### src/design/pcg_pkg.sv
`timescale 1ns / 1ps
// ----------------------------------------------------------------------------
// pcg_pkg
// Shared constants, control types and the XSH-RR output function of the
// PCG32 generator.
// ----------------------------------------------------------------------------
package pcg_pkg;

  localparam logic [63:0] PCG_MULT      = 64'd6364136223846793005;
  localparam logic [63:0] PCG_STATE_RST = 64'h853c49e6748fea9b;
  localparam logic [63:0] PCG_INC_RST   = 64'hda3e39cb94b95bdb;

  localparam int unsigned XS_SHIFT  = 18;
  localparam int unsigned OUT_LSB   = 27;
  localparam int unsigned ROT_LSB   = 59;

  typedef enum logic [2:0] {
    S_IDLE,
    S_MUL0,
    S_MUL1,
    S_MUL2,
    S_MUL3,
    S_SEED_ADD
  } seq_state_t;

  typedef enum logic [1:0] {
    ADD_A_PROD,
    ADD_A_ACC,
    ADD_A_STATE
  } add_a_sel_t;

  typedef enum logic [1:0] {
    ADD_B_INC,
    ADD_B_PROD_HI,
    ADD_B_SEED
  } add_b_sel_t;

  typedef struct packed {
    logic       load_seed;
    logic       prod_en;
    logic       a_hi;
    logic       m_hi;
    add_a_sel_t add_a_sel;
    add_b_sel_t add_b_sel;
    logic       acc_we;
    logic       state_we;
  } dp_ctrl_t;

  // XSH-RR output of a state word, top bit cleared
  function automatic logic [30:0] xsh_rr(input logic [63:0] old);
    logic [63:0] xs;
    logic [31:0] mixed;
    logic [4:0]  rot;
    logic [63:0] dbl;
    xs    = (old >> XS_SHIFT) ^ old;
    mixed = xs[OUT_LSB +: 32];
    rot   = old[ROT_LSB +: 5];
    dbl   = {mixed, mixed} >> rot;
    return dbl[30:0];
  endfunction

endpackage

### src/design/pcg_dp.sv
`timescale 1ns / 1ps
// ----------------------------------------------------------------------------
// pcg_dp
// Datapath: LCG state and increment, one registered 32x32 multiplier and
// one 64-bit adder shared by every partial product and the seed add.
// ----------------------------------------------------------------------------
module pcg_dp (
  input  logic             clk,
  input  logic             rst_n,
  input  pcg_pkg::dp_ctrl_t ctrl,
  input  logic [63:0]      in_seed_state,
  input  logic [63:0]      in_seed_sequence,
  output logic [63:0]      lcg_state
);

  logic [63:0] lcg_state_r, lcg_state_nxt;
  logic [63:0] lcg_inc_r, lcg_inc_nxt;
  logic [63:0] seed_r, seed_nxt;
  logic [63:0] prod_r, prod_nxt;
  logic [63:0] acc_r, acc_nxt;

  logic [31:0] a_half;
  logic [31:0] m_half;
  logic [63:0] mul_res;
  logic [63:0] add_a;
  logic [63:0] add_b;
  logic [63:0] sum;

  assign a_half  = ctrl.a_hi ? lcg_state_r[63:32] : lcg_state_r[31:0];
  assign m_half  = ctrl.m_hi ? pcg_pkg::PCG_MULT[63:32] : pcg_pkg::PCG_MULT[31:0];
  assign mul_res = {32'h0, a_half} * {32'h0, m_half};

  always_comb begin
    unique case (ctrl.add_a_sel)
      pcg_pkg::ADD_A_PROD:  add_a = prod_r;
      pcg_pkg::ADD_A_ACC:   add_a = acc_r;
      pcg_pkg::ADD_A_STATE: add_a = lcg_state_r;
      default:              add_a = prod_r;
    endcase
    unique case (ctrl.add_b_sel)
      pcg_pkg::ADD_B_INC:     add_b = lcg_inc_r;
      pcg_pkg::ADD_B_PROD_HI: add_b = {prod_r[31:0], 32'h0};
      pcg_pkg::ADD_B_SEED:    add_b = seed_r;
      default:                add_b = lcg_inc_r;
    endcase
  end

  assign sum = add_a + add_b;

  always_comb begin
    lcg_state_nxt = lcg_state_r;
    lcg_inc_nxt   = lcg_inc_r;
    seed_nxt      = seed_r;
    prod_nxt      = prod_r;
    acc_nxt       = acc_r;
    if (ctrl.load_seed) begin
      lcg_state_nxt = 64'h0;
      lcg_inc_nxt   = {in_seed_sequence[62:0], 1'b1};
      seed_nxt      = in_seed_state;
    end else if (ctrl.state_we) begin
      lcg_state_nxt = sum;
    end
    if (ctrl.prod_en) begin
      prod_nxt = mul_res;
    end
    if (ctrl.acc_we) begin
      acc_nxt = sum;
    end
  end

  always_ff @(posedge clk) begin
    if (!rst_n) begin
      lcg_state_r <= pcg_pkg::PCG_STATE_RST;
      lcg_inc_r   <= pcg_pkg::PCG_INC_RST;
    end else begin
      lcg_state_r <= lcg_state_nxt;
      lcg_inc_r   <= lcg_inc_nxt;
    end
  end

  always_ff @(posedge clk) begin
    seed_r <= seed_nxt;
    prod_r <= prod_nxt;
    acc_r  <= acc_nxt;
  end

  assign lcg_state = lcg_state_r;

endmodule

### src/design/pcg_seq.sv
`timescale 1ns / 1ps
// ----------------------------------------------------------------------------
// pcg_seq
// Sequencer: walks the shared multiplier through the three partial products
// of each LCG step and orders the two steps and the add of a seed item.
// ----------------------------------------------------------------------------
module pcg_seq (
  input  logic              clk,
  input  logic              rst_n,
  input  logic              in_valid,
  input  logic              in_action,
  input  logic              out_free,
  output logic              busy,
  output logic              out_load,
  output pcg_pkg::dp_ctrl_t ctrl
);

  pcg_pkg::seq_state_t state_r, state_nxt;
  logic                is_seed_r, is_seed_nxt;
  logic                second_r, second_nxt;

  always_ff @(posedge clk) begin
    if (!rst_n) begin
      state_r   <= pcg_pkg::S_IDLE;
      is_seed_r <= 1'b0;
      second_r  <= 1'b0;
    end else begin
      state_r   <= state_nxt;
      is_seed_r <= is_seed_nxt;
      second_r  <= second_nxt;
    end
  end

  always_comb begin
    state_nxt      = state_r;
    is_seed_nxt    = is_seed_r;
    second_nxt     = second_r;
    out_load       = 1'b0;
    ctrl.load_seed = 1'b0;
    ctrl.prod_en   = 1'b0;
    ctrl.a_hi      = 1'b0;
    ctrl.m_hi      = 1'b0;
    ctrl.add_a_sel = pcg_pkg::ADD_A_PROD;
    ctrl.add_b_sel = pcg_pkg::ADD_B_INC;
    ctrl.acc_we    = 1'b0;
    ctrl.state_we  = 1'b0;
    unique case (state_r)
      pcg_pkg::S_IDLE: begin
        if (in_valid) begin
          ctrl.load_seed = in_action;
          is_seed_nxt    = in_action;
          second_nxt     = 1'b0;
          state_nxt      = pcg_pkg::S_MUL0;
        end
      end
      pcg_pkg::S_MUL0: begin
        // low x low
        ctrl.prod_en = 1'b1;
        state_nxt    = pcg_pkg::S_MUL1;
      end
      pcg_pkg::S_MUL1: begin
        ctrl.add_a_sel = pcg_pkg::ADD_A_PROD;
        ctrl.add_b_sel = pcg_pkg::ADD_B_INC;
        ctrl.acc_we    = 1'b1;
        ctrl.prod_en   = 1'b1;
        ctrl.a_hi      = 1'b1;
        state_nxt      = pcg_pkg::S_MUL2;
      end
      pcg_pkg::S_MUL2: begin
        ctrl.add_a_sel = pcg_pkg::ADD_A_ACC;
        ctrl.add_b_sel = pcg_pkg::ADD_B_PROD_HI;
        ctrl.acc_we    = 1'b1;
        ctrl.prod_en   = 1'b1;
        ctrl.m_hi      = 1'b1;
        state_nxt      = pcg_pkg::S_MUL3;
      end
      pcg_pkg::S_MUL3: begin
        ctrl.add_a_sel = pcg_pkg::ADD_A_ACC;
        ctrl.add_b_sel = pcg_pkg::ADD_B_PROD_HI;
        if (is_seed_r) begin
          ctrl.state_we = 1'b1;
          state_nxt     = second_r ? pcg_pkg::S_IDLE : pcg_pkg::S_SEED_ADD;
        end else if (out_free) begin
          // commit only once the output register can take the item
          ctrl.state_we = 1'b1;
          out_load      = 1'b1;
          state_nxt     = pcg_pkg::S_IDLE;
        end
      end
      pcg_pkg::S_SEED_ADD: begin
        ctrl.add_a_sel = pcg_pkg::ADD_A_STATE;
        ctrl.add_b_sel = pcg_pkg::ADD_B_SEED;
        ctrl.state_we  = 1'b1;
        second_nxt     = 1'b1;
        state_nxt      = pcg_pkg::S_MUL0;
      end
      default: begin
        state_nxt = pcg_pkg::S_IDLE;
      end
    endcase
  end

  assign busy = (state_r != pcg_pkg::S_IDLE);

  a_state_we_phase: assert property (@(posedge clk) disable iff (!rst_n)
    ctrl.state_we |-> (state_r == pcg_pkg::S_MUL3 || state_r == pcg_pkg::S_SEED_ADD))
    else $error("state written outside a commit phase");

  a_second_only_seed: assert property (@(posedge clk) disable iff (!rst_n)
    second_r && busy |-> is_seed_r)
    else $error("second step flagged on a next item");

  a_hold_on_full: assert property (@(posedge clk) disable iff (!rst_n)
    (state_r == pcg_pkg::S_MUL3 && !is_seed_r && !out_free) |=>
      (state_r == pcg_pkg::S_MUL3))
    else $error("next item left the last phase without an output slot");

endmodule

### src/design/pcg32_random_generator_top.sv
`timescale 1ns / 1ps
// ----------------------------------------------------------------------------
// pcg32_random_generator_top
// PCG32 (XSH-RR) generator with a next/seed item interface.
// ----------------------------------------------------------------------------
// One item is in work at a time; in_stall is high while it is. Each LCG step
// runs on a single 32x32 multiplier and one 64-bit adder through the states
// S_MUL0 to S_MUL3 (three partial products of the 64-bit low-half multiply,
// then the final add). A next item occupies the block from the accept cycle
// through S_MUL3, and longer while the output register is still held by
// out_stall; a seed item runs two steps plus the seed add and produces no
// result. The result register lets an item be accepted while the previous
// result is still waiting to be taken.
// ----------------------------------------------------------------------------
module pcg32_random_generator_top (
  input  logic        clk,
  input  logic        rst_n,
  input  logic        in_valid,
  output logic        in_stall,
  input  logic        in_action,
  input  logic [63:0] in_seed_state,
  input  logic [63:0] in_seed_sequence,
  output logic        out_valid,
  input  logic        out_stall,
  output logic [30:0] out_random_value
);

  pcg_pkg::dp_ctrl_t ctrl;
  logic              busy;
  logic              out_load;
  logic              out_free;
  logic [63:0]       lcg_state;

  logic              out_valid_r, out_valid_nxt;
  logic [30:0]       out_value_r, out_value_nxt;

  pcg_seq u_seq (
    .clk       (clk),
    .rst_n     (rst_n),
    .in_valid  (in_valid),
    .in_action (in_action),
    .out_free  (out_free),
    .busy      (busy),
    .out_load  (out_load),
    .ctrl      (ctrl)
  );

  pcg_dp u_dp (
    .clk              (clk),
    .rst_n            (rst_n),
    .ctrl             (ctrl),
    .in_seed_state    (in_seed_state),
    .in_seed_sequence (in_seed_sequence),
    .lcg_state        (lcg_state)
  );

  assign in_stall = busy;
  assign out_free = !out_valid_r || !out_stall;

  // output taken from the state before it advances on the same edge
  always_comb begin
    out_valid_nxt = out_valid_r && out_stall;
    out_value_nxt = out_value_r;
    if (out_load) begin
      out_valid_nxt = 1'b1;
      out_value_nxt = pcg_pkg::xsh_rr(lcg_state);
    end
  end

  always_ff @(posedge clk) begin
    if (!rst_n) begin
      out_valid_r <= 1'b0;
    end else begin
      out_valid_r <= out_valid_nxt;
    end
  end

  always_ff @(posedge clk) begin
    out_value_r <= out_value_nxt;
  end

  assign out_valid        = out_valid_r;
  assign out_random_value = out_value_r;

  a_no_overwrite: assert property (@(posedge clk) disable iff (!rst_n)
    out_load |-> (!out_valid_r || !out_stall))
    else $error("pending result overwritten");

endmodule
### config.mk
export PLATFORM = sky130hd
export DESIGN_NAME = pcg32_random_generator_top
export DESIGN_NICKNAME = d
export VERILOG_FILES = /design/src/design/pcg_pkg.sv /design/src/design/pcg_dp.sv /design/src/design/pcg_seq.sv /design/src/design/pcg32_random_generator_top.sv
export SDC_FILE = /design/constraint.sdc
export NUM_CORES = 2
export LEC_CHECK = 0
export ABC_AREA = 1
export BUFFER_PORTS_ARGS = -buffer_cell sky130_fd_sc_hd__buf_2
export CORE_MARGIN = 5
export CORE_UTILIZATION = 35
export CTS_CLUSTER_SIZE = 14
export DETAILED_ROUTE_END_ITERATION = 10
export PLACE_DENSITY_LB_ADDON = 0.12
export RECOVER_POWER = 100
export SETUP_SLACK_MARGIN = 0.2
export SLEW_MARGIN = 10
export SYNTH_ARGS = -nofsm -noshare
export SYNTH_HDL_FRONTEND = slang
export SYNTH_SLANG_ARGS = --single-unit
### constraint.sdc
create_clock -name clk -period 9.3 [get_ports clk]
set_clock_uncertainty 0.2 [all_clocks]
set_input_delay 0.93 -clock clk [delete_from_list [all_inputs] [get_ports clk]]
set_output_delay 0.93 -clock clk [all_outputs]
set_load 0.02 [all_outputs]
==> run metrics <==
Die Span Y=370 microns; status=finished, violations left; Die Wd=370 microns; DIE AREA=0.137 sq mm; Crit Path Max Fanout=27; Clock Sinks=356; FP Rows=132; fmax=0.114 GHz; reg2reg start=u_seq.state_r[1]; WP data required=9.47 ns; placer's final routability congestion estimate=0.988; Post-synth EDFFs=223; synthesis-stage register bit count=356; Residual DRC=0; Mean Syn Cell Area=7.85 sq um; I/O pins=166; failing checks=max-capacitance violations, max-slew violations; Post-Route WL=194000 microns; vias per cell=5.04; warnings from Yosys=0; GRT met2 Usage=46.0%; Final Cell Area=0.0507 sq mm; postcts setup bufs=0; Vias=39500; kind of critical path=flip-flop to flip-flop; Area Growth Syn to Fin=11.9%; clk_lat worst skew=0.64 ns; Fin. Hold Viols=0; hold wc startpoint=u_dp.lcg_inc_r[27]; CTS clk-pin slew, worst paths=0.06 ns; post-synthesis sequential area ratio=20.7%; Max Root-Sink Buffers=3; Overall Global Routing Usage=28.2%; Top FF cell, synth=edfxtp_1; Slew Limit Fails=473; MaxCap Viol Count=10; Final Util=39.3%; CTS Hold Bufs=0; Hold Crit Class=flip-flop to flip-flop; Starting DRT DRC Count=3644; DP Area=0.0492 sq mm; I/O Buffers=164; hold slack=0.248 ns; DR WL/cell=24.8 microns; Mapped Area=0.0453 sq mm; post_cts resized=0; Netlist cell types=48; final setup TNS=0 ns; top post-synthesis cells by area=fa_1 24%, edfxtp_1 15%, ha_1 14%, nand2_1 11%, inv_1 11%; Synth area leader=fa_1; fin crit share=94.3%; Final Critical Period=8.77 ns; first-pass GRT wire length=277000 microns; initial antenna violation count=7; hpwl dp=167000 microns; Tightest Pin Transition=4.07 ns; DRT Pass-1 Iters=6; Slew headroom=-172%; slowest CP cell=fa_1; CP peak stage delay=0.54 ns; Synth top cells by count=1377 x nand2_1, 1341 x inv_1, 535 x fa_1, 489 x ha_1, 368 x nor2_1; Root Buffer=clkbuf_16; Post-DRT Antenna Nets=0; busiest grt layer=met2; nets@finish=7210; Worst Path Arrival=8.94 ns; ys async rst share=0%; Worst setup startpoint=u_seq.state_r[1]; H-tree depth=2; CTS tree=built; most common cell in the netlist=nand2_1; number of global-route vias before repair=39300; met3 GRT Util=3.10%; CP Capture Type=flip-flop; CTS buffer count=48; layout cells sized above 1=7.11%; largest net degree at the start of global routing=88; RSZ-0062 raised after global routing=false; Syn Inst Count=5767; Yosys top cell area share=23.7%; CP Launch Type=flip-flop; GRT overflow=0; Setup-failing EPs final=0; met1 Use GR=39.6%; Core ar.=0.129 sq mm; Starting Density=35.1%
-- cell type report --
cell class | count | area, sq um
inverter | 1376 | 5170
clock inverter | 20 | 240
sequential | 356 | 9360
timing repair buffer | 333 | 2000
antenna | 2 | 5.00
clock buffer | 69 | 1350
multi-input combinational | 3938 | 30400
fill | 13800 | 78300
tap | 1742 | 2180
-- worst max-delay path, delay by kind of cell, from the launching register on --
| family | cells | cell delay, ns |
|---|---|---|
| adders and majority gates | 9 | 4.20 |
| AOI/OAI and AO/OA | 1 | 0.44 |
| DFF | 1 | 0.47 |
| buffers and inverters | 10 | 1.36 |
| and+or+nand+nor | 8 | 1.84 |
-- per-layer routing --
layer / share of wire [%] / vias up
met2: 46 / 1213
met5: 0.0067 / -
li1: - / 18400
met1: 45 / 19700
met4: 3.4 / 2
met3: 5.7 / 226
-- layout by cell type, fill, tap and decap left out, types with 133 or more instances in the layout --
| cell | synthesis | layout |
|---|---|---|
| nand2_1 | 1377 | 1376 |
| nand3_1 | 308 | 308 |
| inv_1 | 1341 | 1341 |
| dfxtp_1 | 133 | 133 |
| nor2_1 | 368 | 369 |
| a21oi_1 | 208 | 207 |
| o21ai_0 | 209 | 211 |
| edfxtp_1 | 223 | 223 |
| fa_1 | 535 | 535 |
| buf_4 | 4 | 152 |
| ha_1 | 489 | 488 |
-- worst paths after layout --
| path | to | slack, ns | cells after the start |
|---|---|---|---|
| worst max-delay path | u_dp.prod_r[54] | 0.53 | 28 |
| worst min-delay path | u_dp.lcg_inc_r[27] | 0.25 | 2 |
| worst max register to register | u_dp.prod_r[54] | 0.53 | 28 |
| worst min register to register | u_dp.lcg_inc_r[27] | 0.25 | 2 |
-- stage by stage --
step	cells	setup WS [ns]
final	7836	0.534
after floorplan	5796	1.54
after global routing	7834	0.128
after CTS	7834	0.472
after global placement	7745	0.559
after detailed placement	7745	0.559
-- registers in the layout, indices dropped and copies added (netlist names) --
signal and flops:
u_dp.lcg_state 64, u_seq.state_r 3, u_dp.prod_r 64, u_seq.second_r 1
u_dp.lcg_inc_r 63, out_valid 1, out_random_value 31, u_dp.acc_r 64
u_seq.is_seed_r 1, u_dp.seed_r 64
-- logic make-up (layout without fill, tap and decap cells) --
kind of cell               after synthesis  after routing  synth area share [%]
and+or+nand+nor                       2172           2172                  19.6
buffers and inverters                 1502           1798                  12.6
adders and majority gates             1024           1024                  37.2
AOI/OAI and AO/OA                      623            623                  8.19
DFF                                    356            356                  20.7
xor gates and xnor gates                84             84                  1.62
muxes                                    4              4                0.0884
other                                    2             33                0.0166
Power is not shown: default switching activity piles up to over one toggle a cycle in this logic, so the estimate is an artifact.
